--- config.mk ---
export PLATFORM = sky130hd
export DESIGN_NAME = motor_reply_frame_parser
export DESIGN_NICKNAME = d
export VERILOG_FILES = /design/src/rtl/mrfp_pkg.sv /design/src/rtl/motor_reply_frame_parser.sv /design/src/rtl/mrfp_ram.sv
export VERILOG_INCLUDE_DIRS = /design/src /design/src/rtl
export SDC_FILE = /design/constraint.sdc
export NUM_CORES = 2
export LEC_CHECK = 0
export ABC_AREA = 1
export ABC_CLOCK_PERIOD_IN_PS = 12690
export BUFFER_PORTS_ARGS = -buffer_cell sky130_fd_sc_hd__buf_4
export CORE_ASPECT_RATIO = 1.75
export CORE_MARGIN = 2
export CORE_UTILIZATION = 53
export DETAILED_ROUTE_END_ITERATION = 10
export PLACE_DENSITY = 0.68
export SLEW_MARGIN = 10
export SYNTH_ARGS = -nofsm -noshare
export SYNTH_HDL_FRONTEND = slang
export SYNTH_SLANG_ARGS = --single-unit
--- constraint.sdc ---
create_clock -name aclk -period 12.69 [get_ports aclk]
set_input_delay 3.1725 -clock aclk [delete_from_list [all_inputs] [get_ports aclk]]
set_output_delay 3.1725 -clock aclk [all_outputs]
set_load 0.02 [all_outputs]
--- src/rtl/assert_macros.svh ---
// Assertion helpers for the frame parser RTL.
`ifndef ASSERT_MACROS_SVH
`define ASSERT_MACROS_SVH

// Clocked check, masked while reset is asserted.
`define MRFP_ASSERT(label, prop, msg) \
    label: assert property (@(posedge aclk) disable iff (!aresetn) (prop)) else $error(msg);

// Clocked implication check, masked while reset is asserted.
`define MRFP_ASSERT_IMPL(label, cond, prop, msg) \
    label: assert property (@(posedge aclk) disable iff (!aresetn) (cond) |=> (prop)) \
        else $error(msg);

`endif

--- src/rtl/mrfp_pkg.sv ---
// ----------------------------------------------------------------------------
// mrfp_pkg
// Constants for the motor reply frame parser.
// ----------------------------------------------------------------------------
package mrfp_pkg;

    localparam int MAX_MOTOR_ID_DEF       = 32;
    localparam int FRAME_BUFFER_BYTES_DEF = 16;

    // Only the header and payload bytes 0..6 are ever parsed.
    localparam int HDR_BYTES = 7;

    localparam logic [7:0] TERM_RESET   = 8'd107;
    localparam logic [7:0] CMD_SPEED    = 8'h0E;
    localparam logic [7:0] CMD_POSITION = 8'h0F;
    localparam int MIN_SPEED_LEN    = 6;
    localparam int MIN_POSITION_LEN = 8;

    localparam int ID_W   = 6;
    localparam int POS_W  = 32;
    localparam int SPD_W  = 17;

    localparam logic OP_RX_BYTE = 1'b0;
    localparam logic OP_READ    = 1'b1;

    // Frame byte slots.
    localparam int BYTE_ID   = 0;
    localparam int BYTE_CMD  = 1;
    localparam int BYTE_SIGN = 2;
    localparam int BYTE_D0   = 3;
    localparam int BYTE_D1   = 4;
    localparam int BYTE_D2   = 5;
    localparam int BYTE_D3   = 6;

endpackage

--- src/rtl/motor_reply_frame_parser.sv ---
// ----------------------------------------------------------------------------
// motor_reply_frame_parser
// Collects motor reply bytes into frames and keeps per-motor speed and
// position tables; answers table reads.
// ----------------------------------------------------------------------------
// Usage:
//   s_axis: one transaction per item. s_tuser is the operation (0 = received
//   byte in s_tdata[7:0], 1 = read the tables for motor id in s_tdata[15:8]).
//   m_axis: one result transaction per input transaction, in order.
//   cfg: cfg_valid/cfg_ready write the terminator byte; write only while idle.
// Path: from input transaction to m_tvalid through the table RAM read, then the
// output register. Throughput: one item per cycle while m_tready is high;
// each table has a single registered RAM read, feeding the output register.
// Stall: when m_tready is low the output register and the RAM-read stage
// fill, then s_tready drops; nothing is lost and the output holds.
// Reset: frame count clears, the terminator returns to 107, and per-entry
// valid bits make every table entry read as zero until it is first written.
// A completed frame writes its table in the same cycle it is accepted and the
// result carries the new value forwarded around the RAM.
// ----------------------------------------------------------------------------
module motor_reply_frame_parser
    import mrfp_pkg::*;
#(
    parameter int MAX_MOTOR_ID       = MAX_MOTOR_ID_DEF,
    parameter int FRAME_BUFFER_BYTES = FRAME_BUFFER_BYTES_DEF
) (
    input  logic        aclk,
    input  logic        aresetn,
    // input stream
    input  logic        s_tvalid,
    output logic        s_tready,
    input  logic [15:0] s_tdata,   // [7:0] rx_byte, [15:8] motor_id
    input  logic        s_tuser,   // [0] operation
    // result stream
    output logic        m_tvalid,
    input  logic        m_tready,
    output logic [55:0] m_tdata,   // [5:0] reply_id, [37:6] position_value,
                                   // [54:38] speed_value, [55] zero
    output logic [1:0]  m_tuser,   // [0] speed_updated, [1] position_updated
    // configuration
    input  logic        cfg_valid,
    output logic        cfg_ready,
    input  logic [7:0]  cfg_data   // terminator_byte
);

    `include "assert_macros.svh"

    localparam int DEPTH = MAX_MOTOR_ID + 1;
    localparam int AW    = (DEPTH > 1) ? $clog2(DEPTH) : 1;
    localparam int CW    = $clog2(FRAME_BUFFER_BYTES + 1);

    // ---------------- configuration ----------------
    logic [7:0] term_reg;

    assign cfg_ready = 1'b1;

    always_ff @(posedge aclk) begin
        if (!aresetn) begin
            term_reg <= TERM_RESET;
        end else if (cfg_valid && cfg_ready) begin
            term_reg <= cfg_data;
        end
    end

    // ---------------- stage 0: frame collection and parse ----------------
    logic          accept;
    logic          op;
    logic [7:0]    rx_byte;
    logic [7:0]    motor_id;
    logic [CW-1:0] count_reg, count_next, count_after;
    logic [7:0]    hdr_reg [HDR_BYTES];
    logic          storing;
    logic          is_term;
    logic          id_ok;
    logic          spd_up, pos_up;
    logic [15:0]   spd_mag;
    logic [31:0]   pos_mag;
    logic [SPD_W-1:0] spd_wval;
    logic [POS_W-1:0] pos_wval;
    logic [AW-1:0] frame_addr, rd_addr;
    logic          rd_emit;
    logic          neg;

    assign op       = s_tuser;
    assign rx_byte  = s_tdata[7:0];
    assign motor_id = s_tdata[15:8];
    assign accept   = s_tvalid && s_tready;

    assign storing     = count_reg < CW'(FRAME_BUFFER_BYTES);
    assign count_after = storing ? count_reg + CW'(1) : '0;
    assign is_term     = rx_byte == term_reg;
    assign id_ok       = hdr_reg[BYTE_ID] <= 8'(MAX_MOTOR_ID);
    assign neg         = hdr_reg[BYTE_SIGN] != 8'd0;

    assign spd_mag  = {hdr_reg[BYTE_D0], hdr_reg[BYTE_D1]};
    assign pos_mag  = {hdr_reg[BYTE_D0], hdr_reg[BYTE_D1], hdr_reg[BYTE_D2], hdr_reg[BYTE_D3]};
    assign spd_wval = neg ? SPD_W'(-{1'b0, spd_mag}) : {1'b0, spd_mag};
    assign pos_wval = neg ? -pos_mag : pos_mag;

    always_comb begin
        spd_up = 1'b0;
        pos_up = 1'b0;
        if (op == OP_RX_BYTE && is_term && count_after >= CW'(MIN_SPEED_LEN) && id_ok) begin
            if (hdr_reg[BYTE_CMD] == CMD_SPEED) begin
                spd_up = 1'b1;
            end else if (hdr_reg[BYTE_CMD] == CMD_POSITION
                         && count_after >= CW'(MIN_POSITION_LEN)) begin
                pos_up = 1'b1;
            end
        end
    end

    assign frame_addr = AW'(hdr_reg[BYTE_ID]);
    assign rd_addr    = (op == OP_READ) ? AW'(motor_id) : frame_addr;
    assign rd_emit    = (op == OP_READ) ? (motor_id <= 8'(MAX_MOTOR_ID)) : (spd_up || pos_up);

    always_comb begin
        count_next = count_reg;
        if (accept && op == OP_RX_BYTE) begin
            count_next = is_term ? '0 : count_after;
        end
    end

    always_ff @(posedge aclk) begin
        if (!aresetn) begin
            count_reg <= '0;
        end else begin
            count_reg <= count_next;
        end
    end

    // Keep only the bytes the parser looks at.
    always_ff @(posedge aclk) begin
        for (int i = 0; i < HDR_BYTES; i++) begin
            if (accept && op == OP_RX_BYTE && storing && count_reg == CW'(i)) begin
                hdr_reg[i] <= rx_byte;
            end
        end
    end

    // ---------------- tables ----------------
    logic [DEPTH-1:0] spd_vld_reg, pos_vld_reg;
    logic [SPD_W-1:0] spd_rdata;
    logic [POS_W-1:0] pos_rdata;

    always_ff @(posedge aclk) begin
        if (!aresetn) begin
            spd_vld_reg <= '0;
            pos_vld_reg <= '0;
        end else if (accept) begin
            if (spd_up) begin
                spd_vld_reg[frame_addr] <= 1'b1;
            end
            if (pos_up) begin
                pos_vld_reg[frame_addr] <= 1'b1;
            end
        end
    end

    mrfp_ram #(.WIDTH(SPD_W), .DEPTH(DEPTH)) u_spd_ram (
        .aclk  (aclk),
        .we    (accept && spd_up),
        .waddr (frame_addr),
        .wdata (spd_wval),
        .re    (accept),
        .raddr (rd_addr),
        .rdata (spd_rdata)
    );

    mrfp_ram #(.WIDTH(POS_W), .DEPTH(DEPTH)) u_pos_ram (
        .aclk  (aclk),
        .we    (accept && pos_up),
        .waddr (frame_addr),
        .wdata (pos_wval),
        .re    (accept),
        .raddr (rd_addr),
        .rdata (pos_rdata)
    );

    // ---------------- stage 1: RAM data ----------------
    logic             s1_valid_reg;
    logic             s1_spd_up_reg, s1_pos_up_reg, s1_emit_reg;
    logic             s1_spd_vld_reg, s1_pos_vld_reg;
    logic [ID_W-1:0]  s1_id_reg;
    logic [SPD_W-1:0] s1_spd_fwd_reg;
    logic [POS_W-1:0] s1_pos_fwd_reg;
    logic             out_free, s1_move;

    assign out_free = !m_tvalid || m_tready;
    assign s1_move  = s1_valid_reg && out_free;
    assign s_tready = !s1_valid_reg || out_free;

    always_ff @(posedge aclk) begin
        if (!aresetn) begin
            s1_valid_reg <= 1'b0;
        end else if (accept) begin
            s1_valid_reg <= 1'b1;
        end else if (s1_move) begin
            s1_valid_reg <= 1'b0;
        end
    end

    always_ff @(posedge aclk) begin
        if (accept) begin
            s1_spd_up_reg  <= spd_up;
            s1_pos_up_reg  <= pos_up;
            s1_emit_reg    <= rd_emit;
            s1_id_reg      <= (op == OP_READ) ? ID_W'(motor_id) : ID_W'(hdr_reg[BYTE_ID]);
            s1_spd_fwd_reg <= spd_wval;
            s1_pos_fwd_reg <= pos_wval;
            s1_spd_vld_reg <= spd_vld_reg[rd_addr];
            s1_pos_vld_reg <= pos_vld_reg[rd_addr];
        end
    end

    // ---------------- output register ----------------
    logic             m_valid_reg;
    logic [1:0]       m_user_reg;
    logic [ID_W-1:0]  m_id_reg;
    logic [SPD_W-1:0] m_spd_reg, spd_out;
    logic [POS_W-1:0] m_pos_reg, pos_out;

    // Forward this item's own write; an entry never written reads as zero.
    always_comb begin
        spd_out = '0;
        pos_out = '0;
        if (s1_emit_reg) begin
            if (s1_spd_up_reg) begin
                spd_out = s1_spd_fwd_reg;
            end else if (s1_spd_vld_reg) begin
                spd_out = spd_rdata;
            end
            if (s1_pos_up_reg) begin
                pos_out = s1_pos_fwd_reg;
            end else if (s1_pos_vld_reg) begin
                pos_out = pos_rdata;
            end
        end
    end

    always_ff @(posedge aclk) begin
        if (!aresetn) begin
            m_valid_reg <= 1'b0;
        end else if (s1_move) begin
            m_valid_reg <= 1'b1;
        end else if (m_tready) begin
            m_valid_reg <= 1'b0;
        end
    end

    always_ff @(posedge aclk) begin
        if (s1_move) begin
            m_user_reg <= {s1_pos_up_reg, s1_spd_up_reg};
            m_id_reg   <= s1_emit_reg ? s1_id_reg : '0;
            m_spd_reg  <= spd_out;
            m_pos_reg  <= pos_out;
        end
    end

    assign m_tvalid = m_valid_reg;
    assign m_tuser  = m_user_reg;
    assign m_tdata  = {1'b0, m_spd_reg, m_pos_reg, m_id_reg};

    // ---------------- assertions ----------------
    `MRFP_ASSERT(a_one_update, !(m_tvalid && m_tuser[0] && m_tuser[1]),
        "speed and position flagged in one result")
    `MRFP_ASSERT(a_count_range, count_reg <= CW'(FRAME_BUFFER_BYTES),
        "frame count beyond buffer size")
    `MRFP_ASSERT_IMPL(a_term_clears, accept && op == OP_RX_BYTE && is_term,
        count_reg == '0, "frame count not cleared after terminator")
    `MRFP_ASSERT_IMPL(a_update_id, s1_move && (s1_spd_up_reg || s1_pos_up_reg),
        m_tvalid && m_tdata[ID_W-1:0] == $past(s1_id_reg), "update result lost its id")

endmodule

--- src/rtl/mrfp_ram.sv ---
// ----------------------------------------------------------------------------
// mrfp_ram
// Generic single-port-write, single-port-read RAM with registered read.
// ----------------------------------------------------------------------------
module mrfp_ram #(
    parameter int WIDTH = 8,
    parameter int DEPTH = 16,
    localparam int AW   = (DEPTH > 1) ? $clog2(DEPTH) : 1
) (
    input  logic             aclk,
    input  logic             we,
    input  logic [AW-1:0]    waddr,
    input  logic [WIDTH-1:0] wdata,
    input  logic             re,
    input  logic [AW-1:0]    raddr,
    output logic [WIDTH-1:0] rdata
);

    logic [WIDTH-1:0] mem [DEPTH];
    logic [WIDTH-1:0] rdata_reg;

    always_ff @(posedge aclk) begin
        if (we) begin
            mem[waddr] <= wdata;
        end
        if (re) begin
            rdata_reg <= mem[raddr];
        end
    end

    assign rdata = rdata_reg;

endmodule
==> flow_metrics.tcl <==
set metrics [dict create \
    area_delta_synth_final_pct 10.3 \
    crit_arrival_ns 3.72 \
    ios 91 \
    track_usage 0.291 \
    grt_max_degree 171 \
    final-hold-violation-count 0 \
    worst_r2r_endpoint "u_pos_ram.mem[6][21]$_DFFE_PP_" \
    drtPass1Iterations 8 \
    numCtsBuffers 167 \
    drive_gt1_frac 0.0704 \
    cts_root_buf "clkbuf_16" \
    utilization 0.589 \
    yosysWarnings 0 \
    yosys.area.top_type "edfxtp_1" \
    synth_top_family_by_area "simple AND/OR/NAND/NOR gates" \
    p_leak_nw 38.0 \
    synthAdderAreaFrac 0.000899 \
    netlist_area_um2 83500 \
    period_share 0.543 \
    dp_hpwl_um 134000 \
    htreeDepth 4 \
    status "complete, no violations" \
    synth_nets 8132 \
    avgSynthCellArea_um2 10.3 \
    path_clk_slew_ns 0.07 \
    worst_slew_pin_slew_ns 1.26 \
    vias 58076 \
    setup_viol 0 \
    die_w_um 304 \
    fill_cells 12498 \
    cap_violations 0 \
    portBuffers 88 \
    path_max_fanout 3 \
    yosys.area_share.simple 0.202 \
    cts_tree "yes" \
    cts.path.max_buffers 3 \
    wirelength_met1_um 81300 \
    max_slew_margin 0.160 \
    syn-instance-count 8096 \
    cp-end-kind "output port" \
    top_layer_used "met5" \
    synth_seq_cells 1920 \
    viasPerCell 5.68 \
    synthXorXnorAreaFrac 0.00419 \
    hold_path_class "reg2reg" \
    clock_skew_ns 0.0260 \
    timing.hold.ws_ns 0.458 \
    finalSetupTns_ns 0 \
    cts_setup_buffers 0 \
    period_needed_ns 6.89 \
    largest_reg_flops 1056 \
    wl_met2_um 121000 \
    worstPathRequired_ns 9.52 \
    wl_um 236000 \
    drt_iter0_markers 6499 \
    start_kind "input pin" \
    start_util 0.534 \
    cts_hold_buffers 0 \
    reg2regPathDepth 9 \
    place_congestion 0.895 \
    r2r-start "hdr_reg[0][2]$_DFFE_PP_" \
    die_h_um 529 \
    synth_area_leaders "edfxtp_1 66%, nand3_1 11%, nand2_1 7.8%, inv_1 7.6%, dfxtp_1 1.9%" \
    fin_nets 8082 \
    wl_per_cell_um 23.1 \
    peakVddDrop_v 0.000145 \
    fmax_mhz 145 \
    first_global_vias 57100 \
    grt_pass1_wl_um 351000 \
    timing.reg2reg.setup_slack_ns 7.83 \
    ys_types 33 \
    synth_top_area_share 0.661 \
    cts.sinks 1920 \
    synthMuxAreaShare 0 \
    antenna_found_initial 3 \
    clock_latency_ns 0.81 \
    dr_wl_met3_um 18300 \
    grt_setup_unrepaired "no" \
    post-route-drc-count 0 \
    endpoint "s_tready" \
    synth_compound_area_frac 0.00999 \
    crit_type "in2out" \
    ant_nets 0 \
    drv_slew 0 \
    cts-resized-gates 0 \
    powerDensity_nw_per_um2 142 \
    crit_start "m_tready" \
    fp.coreArea_um2 156000 \
    dieArea_um2 161000 \
    grt_overflow 0 \
    row_count 192 \
    ys_seq_area_frac 0.680 \
]
cells in the mapped netlist (all sizes together):
| cell type | instances |
|---|---|
| nor3b | 1 |
| nor2 | 124 |
| o21ai | 22 |
| buf | 310 |
| conb | 2 |
| inv | 1702 |
| xnor2 | 1 |
| nand3b | 2 |
| nor4 | 2 |
| or2 | 5 |
| xor2 | 39 |
| a21oi | 140 |
| and2 | 1 |
| clkbuf | 129 |
| nand2 | 1731 |
| ha | 6 |
| dfxtp | 81 |
| nand4 | 40 |
| o21a | 1 |
| nor3 | 27 |
| edfxtp | 1839 |
| nand3 | 1890 |
| o41ai | 1 |
cells by family after synthesis:
logic type               Yosys count
AND/OR/NAND/NOR                 3823
buffers and inverters           2141
flip-flops                      1920
AO/OA/AOI/OAI                    164
XOR/XNOR                          40
adder cells (fa/ha/maj)            6
other                              2
worst min path at each step:
stage                                            start                            to  slack [ns]  cells after the start
final                      pos_vld_reg[7]$_SDFFE_PN0P_   pos_vld_reg[7]$_SDFFE_PN0P_        0.46                      2
after floorplan                s1_spd_up_reg$_DFFE_PP_          m_tuser[0]$_DFFE_PP_        0.42                      0
after detailed placement  spd_vld_reg[32]$_SDFFE_PN0P_  spd_vld_reg[32]$_SDFFE_PN0P_        0.44                      2
after CTS                 spd_vld_reg[32]$_SDFFE_PN0P_  spd_vld_reg[32]$_SDFFE_PN0P_        0.45                      2
after global placement    pos_vld_reg[32]$_SDFFE_PN0P_  pos_vld_reg[32]$_SDFFE_PN0P_        0.44                      2
after global routing      pos_vld_reg[27]$_SDFFE_PN0P_  pos_vld_reg[27]$_SDFFE_PN0P_        0.47                      2
area by class of cell:
cell class / count / area (um2) / share of cell area
Sequential cell: 1920 / 56800 / 0.617
Multi-Input combinational cell: 4035 / 18900 / 0.205
Inverter: 1702 / 6400 / 0.0695
Clock buffer: 214 / 4530 / 0.0492
Tap cell: 2037 / 2550 / 0.0277
Timing Repair Buffer: 220 / 1800 / 0.0196
Clock inverter: 91 / 1100 / 0.0119
Antenna cell: 3 / 7.51 / 0.0000815
per-layer routing:
layer  up-vias  GRT usage
met5         -          0
met4         4      0.182
met3       775     0.0416
met2      3053      0.518
met1     27997      0.331
li1      26247          -
worst max-delay path: stages:
cell and delay, ns:
buf_4 0.10, inv_1 0.12, nand3_1 0.13, buf_4 0.19
power breakdown:
part	leakage [nW]	switching, mW	total, mW	internal, mW
clock network	2.72	2.32	5.32	3.00
registers	17.2	0.0197	6.90	6.88
logic	18.1	0.654	0.882	0.228
layout by cell type, fill, tap and decap left out, types with 6 or more instances in the layout:
master	synthesis	routed
dfxtp_1	81	81
a21oi_1	140	138
inv_1	1695	1692
ha_1	6	6
clkbuf_1	129	36
nor2_1	122	86
bufinv_16	0	23
nand2_1	1725	1722
clkinvlp_4	0	9
nand3_1	1890	1890
clkinv_2	0	23
clkinv_1	0	27
xor2_2	0	37
inv_2	7	7
edfxtp_1	1839	1839
nor3_1	26	25
o21ai_0	15	12
buf_4	38	208
o21ai_4	0	7
buf_12	0	12
nand4_1	40	40
nor2_4	0	35
clkbuf_16	0	173
through the flow:
step	instance area (um2)	worst slack [ns]	power, mW	std cells
2_1_floorplan	83500	5.15	7.61	8096
3_3_place_gp	86400	5.19	7.90	9910
3_5_place_dp	86500	5.33	7.91	9913
4_1_cts	92100	5.80	13.1	10218
5_1_grt	92100	5.76	13.4	10220
6_report	92100	5.80	13.1	10222
Note: power is estimated with default switching activity, not from simulation.
